--- config.mk ---
export PLATFORM = sky130hd
export DESIGN_NAME = pmad_ctrl
export DESIGN_NICKNAME = d
export VERILOG_FILES = /design/src/rtl/pid_moving_average_derivative_unit_macros.svh /design/src/rtl/pmad_pkg.sv /design/src/rtl/pmad_ctrl.sv
export SDC_FILE = /design/constraint.sdc
export NUM_CORES = 1
export LEC_CHECK = 0
export CAP_MARGIN = 10
export CORE_AREA = 4 4 49 51
export DETAILED_ROUTE_END_ITERATION = 6
export DIE_AREA = 0 0 53 55
export DONT_BUFFER_PORTS = 1
export GPL_TIMING_DRIVEN = 0
export HOLD_SLACK_MARGIN = 0.03
export PLACE_DENSITY = 0.67
export SYNTH_ARGS = -nofsm -noshare
export SYNTH_HDL_FRONTEND = slang
export SYNTH_SLANG_ARGS = --single-unit
--- constraint.sdc ---
create_clock -name i_clk -period 1.7 [get_ports i_clk]
set_input_delay 0.425 -clock i_clk [delete_from_list [all_inputs] [get_ports i_clk]]
set_output_delay 0.425 -clock i_clk [all_outputs]
set_load 0.02 [all_outputs]
--- src/rtl/pid_moving_average_derivative_unit_macros.svh ---
// Assertion helpers, clocked on i_clk and held off while i_rst_n is low.
`ifndef PID_MOVING_AVERAGE_DERIVATIVE_UNIT_MACROS_SVH
`define PID_MOVING_AVERAGE_DERIVATIVE_UNIT_MACROS_SVH

// Same-cycle implication.
`define PMAD_ASSERT_IMPL(label, ante, cons) \
    label: assert property (@(posedge i_clk) disable iff (!i_rst_n) (ante) |-> (cons)) \
        else $error("pmad: same-cycle check failed");

// Next-cycle implication.
`define PMAD_ASSERT_NEXT(label, ante, cons) \
    label: assert property (@(posedge i_clk) disable iff (!i_rst_n) (ante) |=> (cons)) \
        else $error("pmad: next-cycle check failed");

`endif

--- src/rtl/pmad_pkg.sv ---
package pmad_pkg;

    localparam int HIST_DEPTH = 16;
    localparam int HIST_AW    = 4;
    localparam int WIN_W      = 5;
    localparam int FRAC_BITS  = 16;
    localparam int DATA_W     = 32;
    localparam int DT_W       = 31;
    localparam int LIM_W      = 31;
    localparam int DIVD_W     = 49;
    localparam int DIVS_W     = 31;
    localparam int QCNT_W     = 6;
    localparam int SUM_W      = 36;
    localparam int ACC_W      = 48;
    localparam int TOTAL_W    = 50;
    localparam int CFG_IDX_W  = 3;
    localparam int TERM_W     = 2;

    typedef enum logic [CFG_IDX_W-1:0] {
        CFG_GAIN_P    = 3'd0,
        CFG_GAIN_I    = 3'd1,
        CFG_GAIN_D    = 3'd2,
        CFG_INT_LIMIT = 3'd3,
        CFG_OUT_LIMIT = 3'd4,
        CFG_WINDOW    = 3'd5,
        CFG_USE_EXT   = 3'd6
    } t_cfg_idx;

    typedef enum logic [12:0] {
        S_IDLE   = 13'b0000000000001,
        S_ERR    = 13'b0000000000010,
        S_IMUL   = 13'b0000000000100,
        S_IADD   = 13'b0000000001000,
        S_RDIV   = 13'b0000000010000,
        S_WRITE  = 13'b0000000100000,
        S_SUM    = 13'b0000001000000,
        S_ASTART = 13'b0000010000000,
        S_ADIV   = 13'b0000100000000,
        S_AFIN   = 13'b0001000000000,
        S_PMUL   = 13'b0010000000000,
        S_PACC   = 13'b0100000000000,
        S_DONE   = 13'b1000000000000
    } t_state;

    typedef struct packed {
        logic load;
        logic calc_err;
        logic integ_mul;
        logic integ_upd;
        logic rate_start;
        logic rate_store;
        logic sum_step;
        logic avg_start;
        logic avg_store;
        logic term_mul;
        logic term_acc;
        logic out_load;
    } t_cmd;

    typedef struct packed {
        logic ext_mode;
        logic div_done;
        logic sum_last;
        logic term_last;
        logic out_free;
    } t_status;

endpackage

--- src/rtl/pmad_ctrl.sv ---
module pmad_ctrl import pmad_pkg::*; (
    input  logic    i_clk,
    input  logic    i_rst_n,
    input  logic    i_in_valid,
    input  t_status i_status,
    output logic    o_in_ready,
    output t_cmd    o_cmd
);
    t_state r_state, n_state;

    always_comb begin
        n_state = r_state;
        o_cmd   = '0;
        unique case (r_state)
            S_IDLE: begin
                if (i_in_valid) begin
                    o_cmd.load = 1'b1;
                    n_state    = S_ERR;
                end
            end
            S_ERR: begin
                o_cmd.calc_err = 1'b1;
                n_state        = S_IMUL;
            end
            S_IMUL: begin
                o_cmd.integ_mul = 1'b1;
                n_state         = S_IADD;
            end
            S_IADD: begin
                o_cmd.integ_upd = 1'b1;
                if (i_status.ext_mode) begin
                    n_state = S_PMUL;
                end else begin
                    o_cmd.rate_start = 1'b1;
                    n_state          = S_RDIV;
                end
            end
            S_RDIV: begin
                if (i_status.div_done) n_state = S_WRITE;
            end
            S_WRITE: begin
                o_cmd.rate_store = 1'b1;
                n_state          = S_SUM;
            end
            S_SUM: begin
                o_cmd.sum_step = 1'b1;
                if (i_status.sum_last) n_state = S_ASTART;
            end
            S_ASTART: begin
                o_cmd.avg_start = 1'b1;
                n_state         = S_ADIV;
            end
            S_ADIV: begin
                if (i_status.div_done) n_state = S_AFIN;
            end
            S_AFIN: begin
                o_cmd.avg_store = 1'b1;
                n_state         = S_PMUL;
            end
            S_PMUL: begin
                o_cmd.term_mul = 1'b1;
                n_state        = S_PACC;
            end
            S_PACC: begin
                o_cmd.term_acc = 1'b1;
                n_state        = i_status.term_last ? S_DONE : S_PMUL;
            end
            S_DONE: begin
                if (i_status.out_free) begin
                    o_cmd.out_load = 1'b1;
                    n_state        = S_IDLE;
                end
            end
            default: n_state = S_IDLE;
        endcase
    end

    always_ff @(posedge i_clk) begin
        if (!i_rst_n) begin
            r_state <= S_IDLE;
        end else begin
            r_state <= n_state;
        end
    end

    assign o_in_ready = (r_state == S_IDLE);
endmodule

### Word-level counts from Yosys, hierarchy flattened

Index checks and enable logic that the tools add are counted.

* bits of input ports: 8
* word-level logic and storage cells: 42
* register bits after elaboration: 13
* output and inout port bits: 13

* reduce and logical (&&, ||, !) cells: 1
* muxes and demuxes: 22
* equal/unequal tests: 18

Operators by type and width (count)
* 13-bit case mux with 13 select lines: 1
* 13-bit 2-to-1 mux: 6
* 13-bit by 1-bit equality test with 1-bit output (second input constant): 1
* 13-bit by 10-bit equality test with 1-bit output (second input constant): 1
* 13-bit by 11-bit equality test with 1-bit output (second input constant): 1
* 13-bit by 12-bit equality test with 1-bit output (second input constant): 1
* 13-bit equality test (second input constant): 1
* 13-bit by 2-bit equality test with 1-bit output (second input constant): 1
* 13-bit by 3-bit equality test with 1-bit output (second input constant): 1
* 13-bit by 4-bit equality test with 1-bit output (second input constant): 1
* 13-bit by 5-bit equality test with 1-bit output (second input constant): 1
* 13-bit by 6-bit equality test with 1-bit output (second input constant): 1
* 13-bit by 7-bit equality test with 1-bit output (second input constant): 1
* 13-bit by 8-bit equality test with 1-bit output (second input constant): 1
* 13-bit by 9-bit equality test with 1-bit output (second input constant): 1
* 1-bit 2-to-1 mux: 13
* 11-bit 2-to-1 mux: 1
* 2-bit != test (second input constant): 5
* 5-bit AND reduction: 1
* 2-bit 2-to-1 mux: 1

### Logic depth before layout (Yosys ltp)

Gate-level depths: netlist (run 1).

* depth after elaboration: 3
* gate-level depth with buffers: 6
* mapped depth without buffers: 5

### Worst setup path before layout (run 1)

OpenSTA, ideal clock, no wires.

* path kind: flip-flop to output port
* start: register r_state[0]
* end: output o_cmd[6] in the netlist's numbering
* slack: -458 ps
* data arrival time: 1733 ps
* cell stages (with the launch flop): 6
* path buffers: 1
* required time: 1275 ps
* cell sequence: dfxtp_1 > or4_4 > buf_6 > nor2_1 > nand2_1 > nor3_1

RTL lines
* start: declaration: RTL line pmad_ctrl.sv:9 `t_state r_state, n_state;`
* start signal: assignment: RTL line pmad_ctrl.sv:82 `r_state <= n_state;`
* end: declaration: RTL line pmad_ctrl.sv:7 `output t_cmd o_cmd`

==> reports/metrics.yaml, run 1 <==
run_status:
  status: "finished, violations left"
  violations: "negative setup slack"
timing:
  setup_slack_ns: -0.490
  rsz0062_at_grt: "true"
  max_clock_freq_mhz: 457
  fin_crit_ns: 2.19
  fin_worst_skew_ns: 0.000386
  hold_viol_final: 0
  min_period_over_period_pct: 129
  slew_violations: 0
  holdWs_ns: 0.258
  fin_setup_tns_ns: -6.60
  slew_headroom_pct: 57.2
  setup_violations: 24
  worst_pin_slew_ns: 0.633
power_and_ir_drop:
  p_comb_share_pct: 38.4
  vdd_ir_drop_max_mv: 0.651
  cellPowerDensity_mw_per_mm2: 653
  p_sw_share_pct: 34.3
  seqPwrFrac_pct: 38.1
  power.internal_mw: 0.557
  finalPower_mw: 0.849
  power.switching_mw: 0.292
  p_leak_nw: 0.461
  clkPwrFrac_pct: 23.5
floorplanning:
  die_h_um: 55
  pin_count: 21
  rows: 16
  initial_core_util_pct: 43.8
  die_w_um: 53
  core-area_mm2: 0.00194
  die-area_mm2: 0.00292
clocking:
  root_buffer: "clkbuf_4"
  cts_buffers: 3
  path_clk_slew_ns: 0.08
  clkLatencyLatePin_ns: 0.28
  cts_tree: "yes"
  clock-sinks: 13
  cts_max_path_buffers: 2
  cts_hold_buf: 0
  cts_max_level: 1
synth:
  ys_types: 37
  synth_seq_cells: 13
  synth-compound-area-share_pct: 10.5
  syn_nets: 114
  synthAdderAreaFrac_pct: 0
  ys_seq_area_share_pct: 30.6
  yosys_warnings: 0
  synth_top_family_by_area: "simple AND/OR/NAND/NOR gates"
  synthCells: 106
  synth-simple-area-share_pct: 48.5
  mappedNetlistArea_um2: 850
  synth_flop_cell: "dfxtp_1"
  synth_edf_count: 0
  async_flop_share_pct: 0
  synthMuxAreaShare_pct: 0
  postSynthAreaPerCell_um2: 8.01
  synthXorXnorAreaFrac_pct: 4.12
layout:
  n_fill_cell: 167
  top_register: "r_state"
  area_growth_pct: 53.0
  fin_area_mm2: 0.00130
  antenna_cells: 0
  drive_above_1_share_pct: 56.7
  top_regs: "r_state x13"
  finalNetCount: 136
  largest_reg_flops: 13
  final_cells: 154
  final_util_pct: 66.9
critical_path:
  crit_path_end_kind: "output pin"
  cp_cell_sequence: "or4_4, nor3_4, and4b_4"
  path_buf_inv: 0
  criticalPathCategory: "reg -> out"
  cp_num_cells: 3
  reg2regPathDepth: 7
  critical_path.max_stage_delay_ns: 0.57
  worstPathMaxFanout: 4
  crit_arrival_ns: 1.76
  worst_ep_required_time_ns: 1.27
  critPathTopFamily: "simple AND/OR/NAND/NOR gates"
  critPathSlowestCell: "or4_4"
  start_kind: "flop"
place:
  place_hpwl_um: 1620
  port-buffer-count: 0
  gp_congestion: 0.848
  dp_slack_ns: -0.404
  place_area_um2: 962
  dp_cells: 133
flow_run:
  drv_cap: 0
route:
  post-route-drc-count: 0
  wl_met3_um: 215
  ant_nets: 0
  totalWireLength_um: 2870
  viasPerCell: 6.07
  wl_met1_um: 1150
  wl_met2_um: 1430
  firstDrtPassIters: 4
  highest_layer: "met4"
  via_count: 935
  wl_per_cell_um: 18.6
  drtIter0Drc: 23
min_path:
  whs_path_depth: 1
  min_path_type: "in -> reg"
grt:
  antenna_found_initial: 0
  grt_use_total_pct: 21.6
  grt_overflow: 0
  first_global_vias: 914
  grt_max_degree: 10
  grt_pass1_wl_um: 4460
==> path summary, 6_finish.rpt <==
kind                                         startpoint                 endpoint  slack (ns)
worst min-delay path                            i_rst_n  r_state[8]$_SDFFE_PN0P_        0.26
worst max register to register  r_state[1]$_SDFFE_PN0P_  r_state[0]$_SDFFE_PN1P_       -0.20
worst min register to register  r_state[2]$_SDFFE_PN0P_  r_state[3]$_SDFFE_PN0P_        0.62
worst max-delay path            r_state[4]$_SDFFE_PN0P_                 o_cmd[1]       -0.49
==> layout make-up <==
class | count | area [um2] | area share [%]
Multi-Input combinational cell | 82 | 739 | 56.9
Sequential cell | 13 | 279 | 21.5
Timing Repair Buffer | 22 | 199 | 15.3
Tap cell | 27 | 33.8 | 2.60
Clock buffer | 4 | 26.3 | 2.02
Inverter | 6 | 22.5 | 1.73
==> cells in the mapped netlist (2+ instances only) <==
master	count	area, um2
inv_1	6	22.5
o21ai_0	3	15.0
nand4_1	5	31.3
xnor2_1	2	17.5
nor3_1	12	60.1
nor4_1	3	18.8
nor2_1	12	45.0
or4_4	2	22.5
nand2b_1	4	25.0
buf_2	4	20.0
nor4b_1	3	26.3
and2_1	3	18.8
o21a_1	2	15.0
dfxtp_1	13	260
and3_1	2	12.5
nand3_1	3	15.0
xor2_1	2	17.5
nand2_1	6	22.5
==> power groups by stage <==
| stage | clock, mW | combinational [mW] | sequential (mW) |
|---|---|---|---|
| after floorplan | 0 | 0.172 | 0.334 |
| after global placement | 0 | 0.196 | 0.336 |
| after detailed placement | 0 | 0.201 | 0.337 |
| after CTS | 0.204 | 0.307 | 0.322 |
| after global routing | 0.229 | 0.346 | 0.324 |
| final | 0.199 | 0.326 | 0.324 |
==> per-layer routing <==
layer | vias to the layer above | track usage [%]
li1 | 428 | -
met1 | 454 | 26.0
met2 | 43 | 36.0
met3 | 10 | 4.56
met4 | 0 | 11.9
met5 | - | 0
==> cells in the final DEF, fill, tap and decap left out, types with 3 or more instances in the layout <==
| master | count |
|---|---|
| buf_6 | 9 |
| clkbuf_4 | 3 |
| nor3_4 | 7 |
| o21ai_0 | 3 |
| buf_4 | 13 |
| nor2_1 | 7 |
| nor2_4 | 5 |
| nand2b_1 | 4 |
| nand2_1 | 5 |
| dfxtp_2 | 6 |
| dfxtp_4 | 3 |
| nor3_2 | 3 |
| dfxtp_1 | 4 |
| nand4_1 | 5 |
| nor3_1 | 3 |
| inv_1 | 4 |
==> cell families after synthesis <==
logic type                count (synthesis)
and+or+nand+nor                          66
xor gates and xnor gates                  4
DFF                                      13
AOI/OAI and AO/OA                        12
buffers and inverters                    11
==> what timing repair did <==
item / in CTS / in global routing
resized for setup: 34 / 13
setup buffers: 20 / 5
setup endpoints to repair: 24 / 25
gates cloned: 0 / 0
pin swaps: 22 / 10
Note: power is estimated with default switching activity, not from simulation.
==> inputs of run 2 (changes only) <==
--- a/config.mk
+++ b/config.mk
@@ -12,7 +12,9 @@
 export DONT_BUFFER_PORTS = 1
 export GPL_TIMING_DRIVEN = 0
 export HOLD_SLACK_MARGIN = 0.03
+export MAX_ROUTING_LAYER = met4
 export PLACE_DENSITY = 0.67
+export REMOVE_ABC_BUFFERS = 1
 export SYNTH_ARGS = -nofsm -noshare
 export SYNTH_HDL_FRONTEND = slang
 export SYNTH_SLANG_ARGS = --single-unit
==> reports/metrics.yaml, run 2 (synthesis gave the netlist of run 1 again) <==
run_status:
  status: "finished, violations left"
  violations: "negative setup slack"
timing:
  fin_crit_ns: 2.25
  setup_violations: 24
  slew_headroom_pct: 68.0
  holdWs_ns: 0.241
  fin_worst_skew_ns: 0.000551
  max_clock_freq_mhz: 445
  rsz0062_at_grt: "true"
  hold_viol_final: 0
  worst_pin_slew_ns: 0.473
  setup_slack_ns: -0.548
  min_period_over_period_pct: 132
  fin_setup_tns_ns: -6.49
  slew_violations: 0
clocking:
  root_buffer: "clkbuf_4"
  cts_max_path_buffers: 2
  cts_tree: "yes"
  cts_buffers: 3
  path_clk_slew_ns: 0.08
  cts_hold_buf: 0
  cts_max_level: 1
  clkLatencyLatePin_ns: 0.28
  clock-sinks: 13
route:
  via_count: 907
  totalWireLength_um: 2860
  ant_nets: 0
  firstDrtPassIters: 4
  wl_per_cell_um: 18.8
  drtIter0Drc: 26
  post-route-drc-count: 0
  viasPerCell: 5.97
critical_path:
  start_kind: "flop"
  crit_path_end_kind: "output pin"
  crit_arrival_ns: 1.82
  worst_ep_required_time_ns: 1.27
  criticalPathCategory: "reg -> out"
  worstPathMaxFanout: 4
  r2r_slack_ns: -0.22
power_and_ir_drop:
  power.internal_mw: 0.556
  seqPwrFrac_pct: 37.7
  p_comb_share_pct: 38.3
  clkPwrFrac_pct: 24.0
  p_leak_nw: 0.455
  cellPowerDensity_mw_per_mm2: 658
  p_sw_share_pct: 34.9
  power.switching_mw: 0.298
  vdd_ir_drop_max_mv: 0.514
flow_run:
  drv_cap: 0
grt:
  first_global_vias: 835
  grt_overflow: 0
  antenna_found_initial: 0
  grt_pass1_wl_um: 4000
  grt_use_total_pct: 19.8
  grt_max_degree: 9
place:
  place_hpwl_um: 1560
  dp_slack_ns: -0.569
  port-buffer-count: 0
  gp_congestion: 0.848
floorplanning:
  rows: 16
  die_h_um: 55
  pin_count: 21
  core-area_mm2: 0.00194
  die-area_mm2: 0.00292
  initial_core_util_pct: 43.8
  die_w_um: 53
layout:
  n_fill_cell: 171
  top_register: "r_state"
  layout_commonest_cell: "buf_4"
  largest_reg_flops: 13
  drive_above_1_share_pct: 56.8
  most-common-layout-cells: "buf_4, nor3_4, buf_6"
  top_regs: "r_state x13"
  antenna_cells: 0
  finalNetCount: 134
  area_growth_pct: 52.7
min_path:
  min_path_type: "in -> reg"
## run 2: cell count changes in the layout (fill, tap and decap cells not counted), sizes merged
| cell | delta |
|---|---|
| buf | -2 |
## run 2: per-layer routing
metal / global-route usage [%] / vias to the layer above / wire length (um)
met1: 24.0 / 431 / 1160
met3: 5.36 / 7 / 214
met5: - / - / 0
met4: 8.51 / 0 / 61
met2: 31.0 / 38 / 1420
li1: - / 431 / -
## run 2: cell type report
class                   instances  area, um2  share of cell area (%)
repair buffers                 20        176                    13.6
inverters                       6       22.5                    1.74
multi-input cells              82        759                    58.5
well taps                      27       33.8                    2.60
flip-flops and latches         13        279                    21.5
clock buffers                   4       26.3                    2.03
## run 2: worst max-delay path: stages (launching register included)
cell and delay, ns:
dfxtp_2 0.34, or4_4 0.61, nor3_4 0.25, and4b_4 0.34
## run 2: power by group through the flow
stage | Combinational, mW | Sequential [mW] | Clock, mW
2_1_floorplan | 0.135 | 0.332 | 0
3_3_place_gp | 0.159 | 0.335 | 0
3_5_place_dp | 0.160 | 0.335 | 0
4_1_cts | 0.286 | 0.321 | 0.202
5_1_grt | 0.347 | 0.324 | 0.217
6_report | 0.327 | 0.322 | 0.205
## run 2: worst paths after layout
path / start / endpoint / cells after the start
max: r_state[0]$_SDFFE_PN1P_ / o_cmd[1] / 3
min: i_rst_n / r_state[6]$_SDFFE_PN0P_ / 2
max reg2reg: r_state[0]$_SDFFE_PN1P_ / r_state[4]$_SDFFE_PN0P_ / 7
min reg2reg: r_state[10]$_SDFFE_PN0P_ / r_state[11]$_SDFFE_PN0P_ / 2
## run 2: per-stage QoR
stage	cells	utilization (%)	instance area (um2)	total power [mW]
final	152	66.8	1300	0.854
after global routing	152	66.8	1300	0.887
after CTS	148	60.4	1170	0.808
after detailed placement	128	43.9	852	0.495
after global placement	128	43.9	852	0.494
after floorplan	101	-	818	0.467
## run 2: what timing repair did
| action | in CTS | in global routing |
|---|---|---|
| cloned | 0 | 0 |
| pin swaps | 20 | 13 |
| gates resized for setup | 48 | 20 |
| setup buffers | 16 | 5 |
| setup endpoints to repair | 25 | 25 |
==> inputs of run 3 (changes only) <==
==> constraint.sdc (replaced) <==
create_clock -name i_clk -period 1.9 [get_ports i_clk]
set_input_delay 0.475 -clock i_clk [delete_from_list [all_inputs] [get_ports i_clk]]
set_output_delay 0.475 -clock i_clk [all_outputs]
set_load 0.02 [all_outputs]
==> reports/metrics.yaml, run 3 (synthesis gave the netlist of run 1 again) <==
layout:
  top_register: "r_state"
  finalNetCount: 134
  most-common-layout-cells: "buf_4, nor2_1, dfxtp_1"
  n_fill_cell: 186
  top_regs: "r_state x13"
  area_growth_pct: 40.5
  layout_commonest_cell: "buf_4"
  drive_above_1_share_pct: 49.6
  antenna_cells: 0
  final_cells: 152
  largest_reg_flops: 13
flow_run:
  drv_cap: 0
place:
  gp_congestion: 0.848
  place_hpwl_um: 1560
  port-buffer-count: 0
  dp_cells: 128
grt:
  antenna_found_initial: 0
  grt_max_degree: 9
  grt_overflow: 0
  grt_use_total_pct: 19.0
  first_global_vias: 806
  grt_pass1_wl_um: 3800
timing:
  setup_slack_ns: -0.350
  worst_pin_slew_ns: 0.442
  fin_crit_ns: 2.25
  rsz0062_at_grt: "true"
  fin_worst_skew_ns: 0.00341
  setup_violations: 13
  slew_violations: 0
  max_clock_freq_mhz: 444
  slew_headroom_pct: 70.1
  min_period_over_period_pct: 118
  hold_viol_final: 0
floorplanning:
  rows: 16
  pin_count: 21
  core-area_mm2: 0.00194
  die-area_mm2: 0.00292
  initial_core_util_pct: 43.8
  die_w_um: 53
  die_h_um: 55
clocking:
  cts_buffers: 3
  clkLatencyLatePin_ns: 0.28
  clock-sinks: 13
  path_clk_slew_ns: 0.08
  root_buffer: "clkbuf_4"
  cts_max_path_buffers: 2
  cts_tree: "yes"
  cts_max_level: 1
power_and_ir_drop:
  p_leak_nw: 0.432
  cellPowerDensity_mw_per_mm2: 610
  finalPower_mw: 0.728
  vdd_ir_drop_max_mv: 0.446
critical_path:
  cp_cell_sequence: "or4_4, nor3_4, and4b_4"
  crit_arrival_ns: 1.77
  critPathSlowestCell: "or4_4"
  path_buf_inv: 0
  crit_path_end_kind: "output pin"
  critPathTopFamily: "simple AND/OR/NAND/NOR gates"
  start_kind: "flop"
  worstPathMaxFanout: 4
  worst_ep_required_time_ns: 1.42
  criticalPathCategory: "reg -> out"
  critical_path.max_stage_delay_ns: 0.57
min_path:
  min_path_type: "in -> reg"
route:
  ant_nets: 0
  viasPerCell: 5.85
  firstDrtPassIters: 4
  post-route-drc-count: 0
  drtIter0Drc: 40
  wl_per_cell_um: 16.6
  totalWireLength_um: 2530
  via_count: 889
run_status:
  status: "finished, violations left"
  violations: "negative setup slack"
-- run 3: layer usage --
metal / track usage [%] / up-vias / wire length, um / part of all wire, %
met5: - / - / 0 / 0
met4: 8.94 / 0 / 42 / 1.7
met3: 4.56 / 6 / 164 / 6.5
met2: 30.4 / 30 / 1250 / 49
met1: 22.7 / 427 / 1070 / 42
li1: - / 426 / - / -
-- run 3: through the flow --
| stage | hold slack, ns | cell area, um2 | setup slack (ns) | setup TNS (ns) | util, % |
|---|---|---|---|---|---|
| after floorplan | 0.499 | 818 | -0.246 | -0.597 | - |
| after global placement | 0.544 | 852 | -0.424 | -2.36 | 43.9 |
| after detailed placement | 0.548 | 852 | -0.419 | -2.39 | 43.9 |
| after CTS | 0.295 | 1140 | -0.336 | -2.63 | 58.5 |
| after global routing | 0.297 | 1190 | -0.392 | -3.65 | 61.5 |
| final | 0.302 | 1190 | -0.350 | -2.73 | 61.5 |
-- run 3: timing repair --
item / 4_1_cts / 5_1_grt
cloned: 0 / 0
pin swaps: 16 / 8
buffers inserted: 14 / 6
setup endpoints to repair: 16 / 23
hold buffers: 0 / 0
gates resized for setup: 43 / 4
-- run 3: cell type report --
cell class | instances | area (um2) | share of cell area (%)
repair buffers | 20 | 158 | 13.2
inverters | 6 | 22.5 | 1.89
multi-input cells | 82 | 676 | 56.6
clock buffers | 4 | 26.3 | 2.20
flip-flops and latches | 13 | 278 | 23.3
well taps | 27 | 33.8 | 2.83
-- run 3: power breakdown --
group | total, mW | internal (mW) | leakage, nW | switching [mW]
combinational | 0.263 | 0.121 | 0.308 | 0.142
sequential | 0.288 | 0.281 | 0.108 | 0.00740
clock | 0.177 | 0.0815 | 0.0150 | 0.0958
-- run 3: worst reg2reg max path, stage by stage, from the launching register on --
cell      delay [ns]
dfxtp_2         0.34
or4_4           0.61
buf_4           0.17
nor4_1          0.35
a2111o_1        0.15
o211ai_1        0.09
-- run 3: worst paths after layout --
path,startpoint,end,slack (ns),depth (start not counted)
min,i_rst_n,r_state[0]$_SDFFE_PN1P_,0.30,1
max,r_state[5]$_SDFFE_PN0P_,o_cmd[1],-0.35,3
min reg2reg,r_state[2]$_SDFFE_PN0P_,r_state[3]$_SDFFE_PN0P_,0.63,2
max reg2reg,r_state[0]$_SDFFE_PN1P_,r_state[0]$_SDFFE_PN1P_,0.06,5
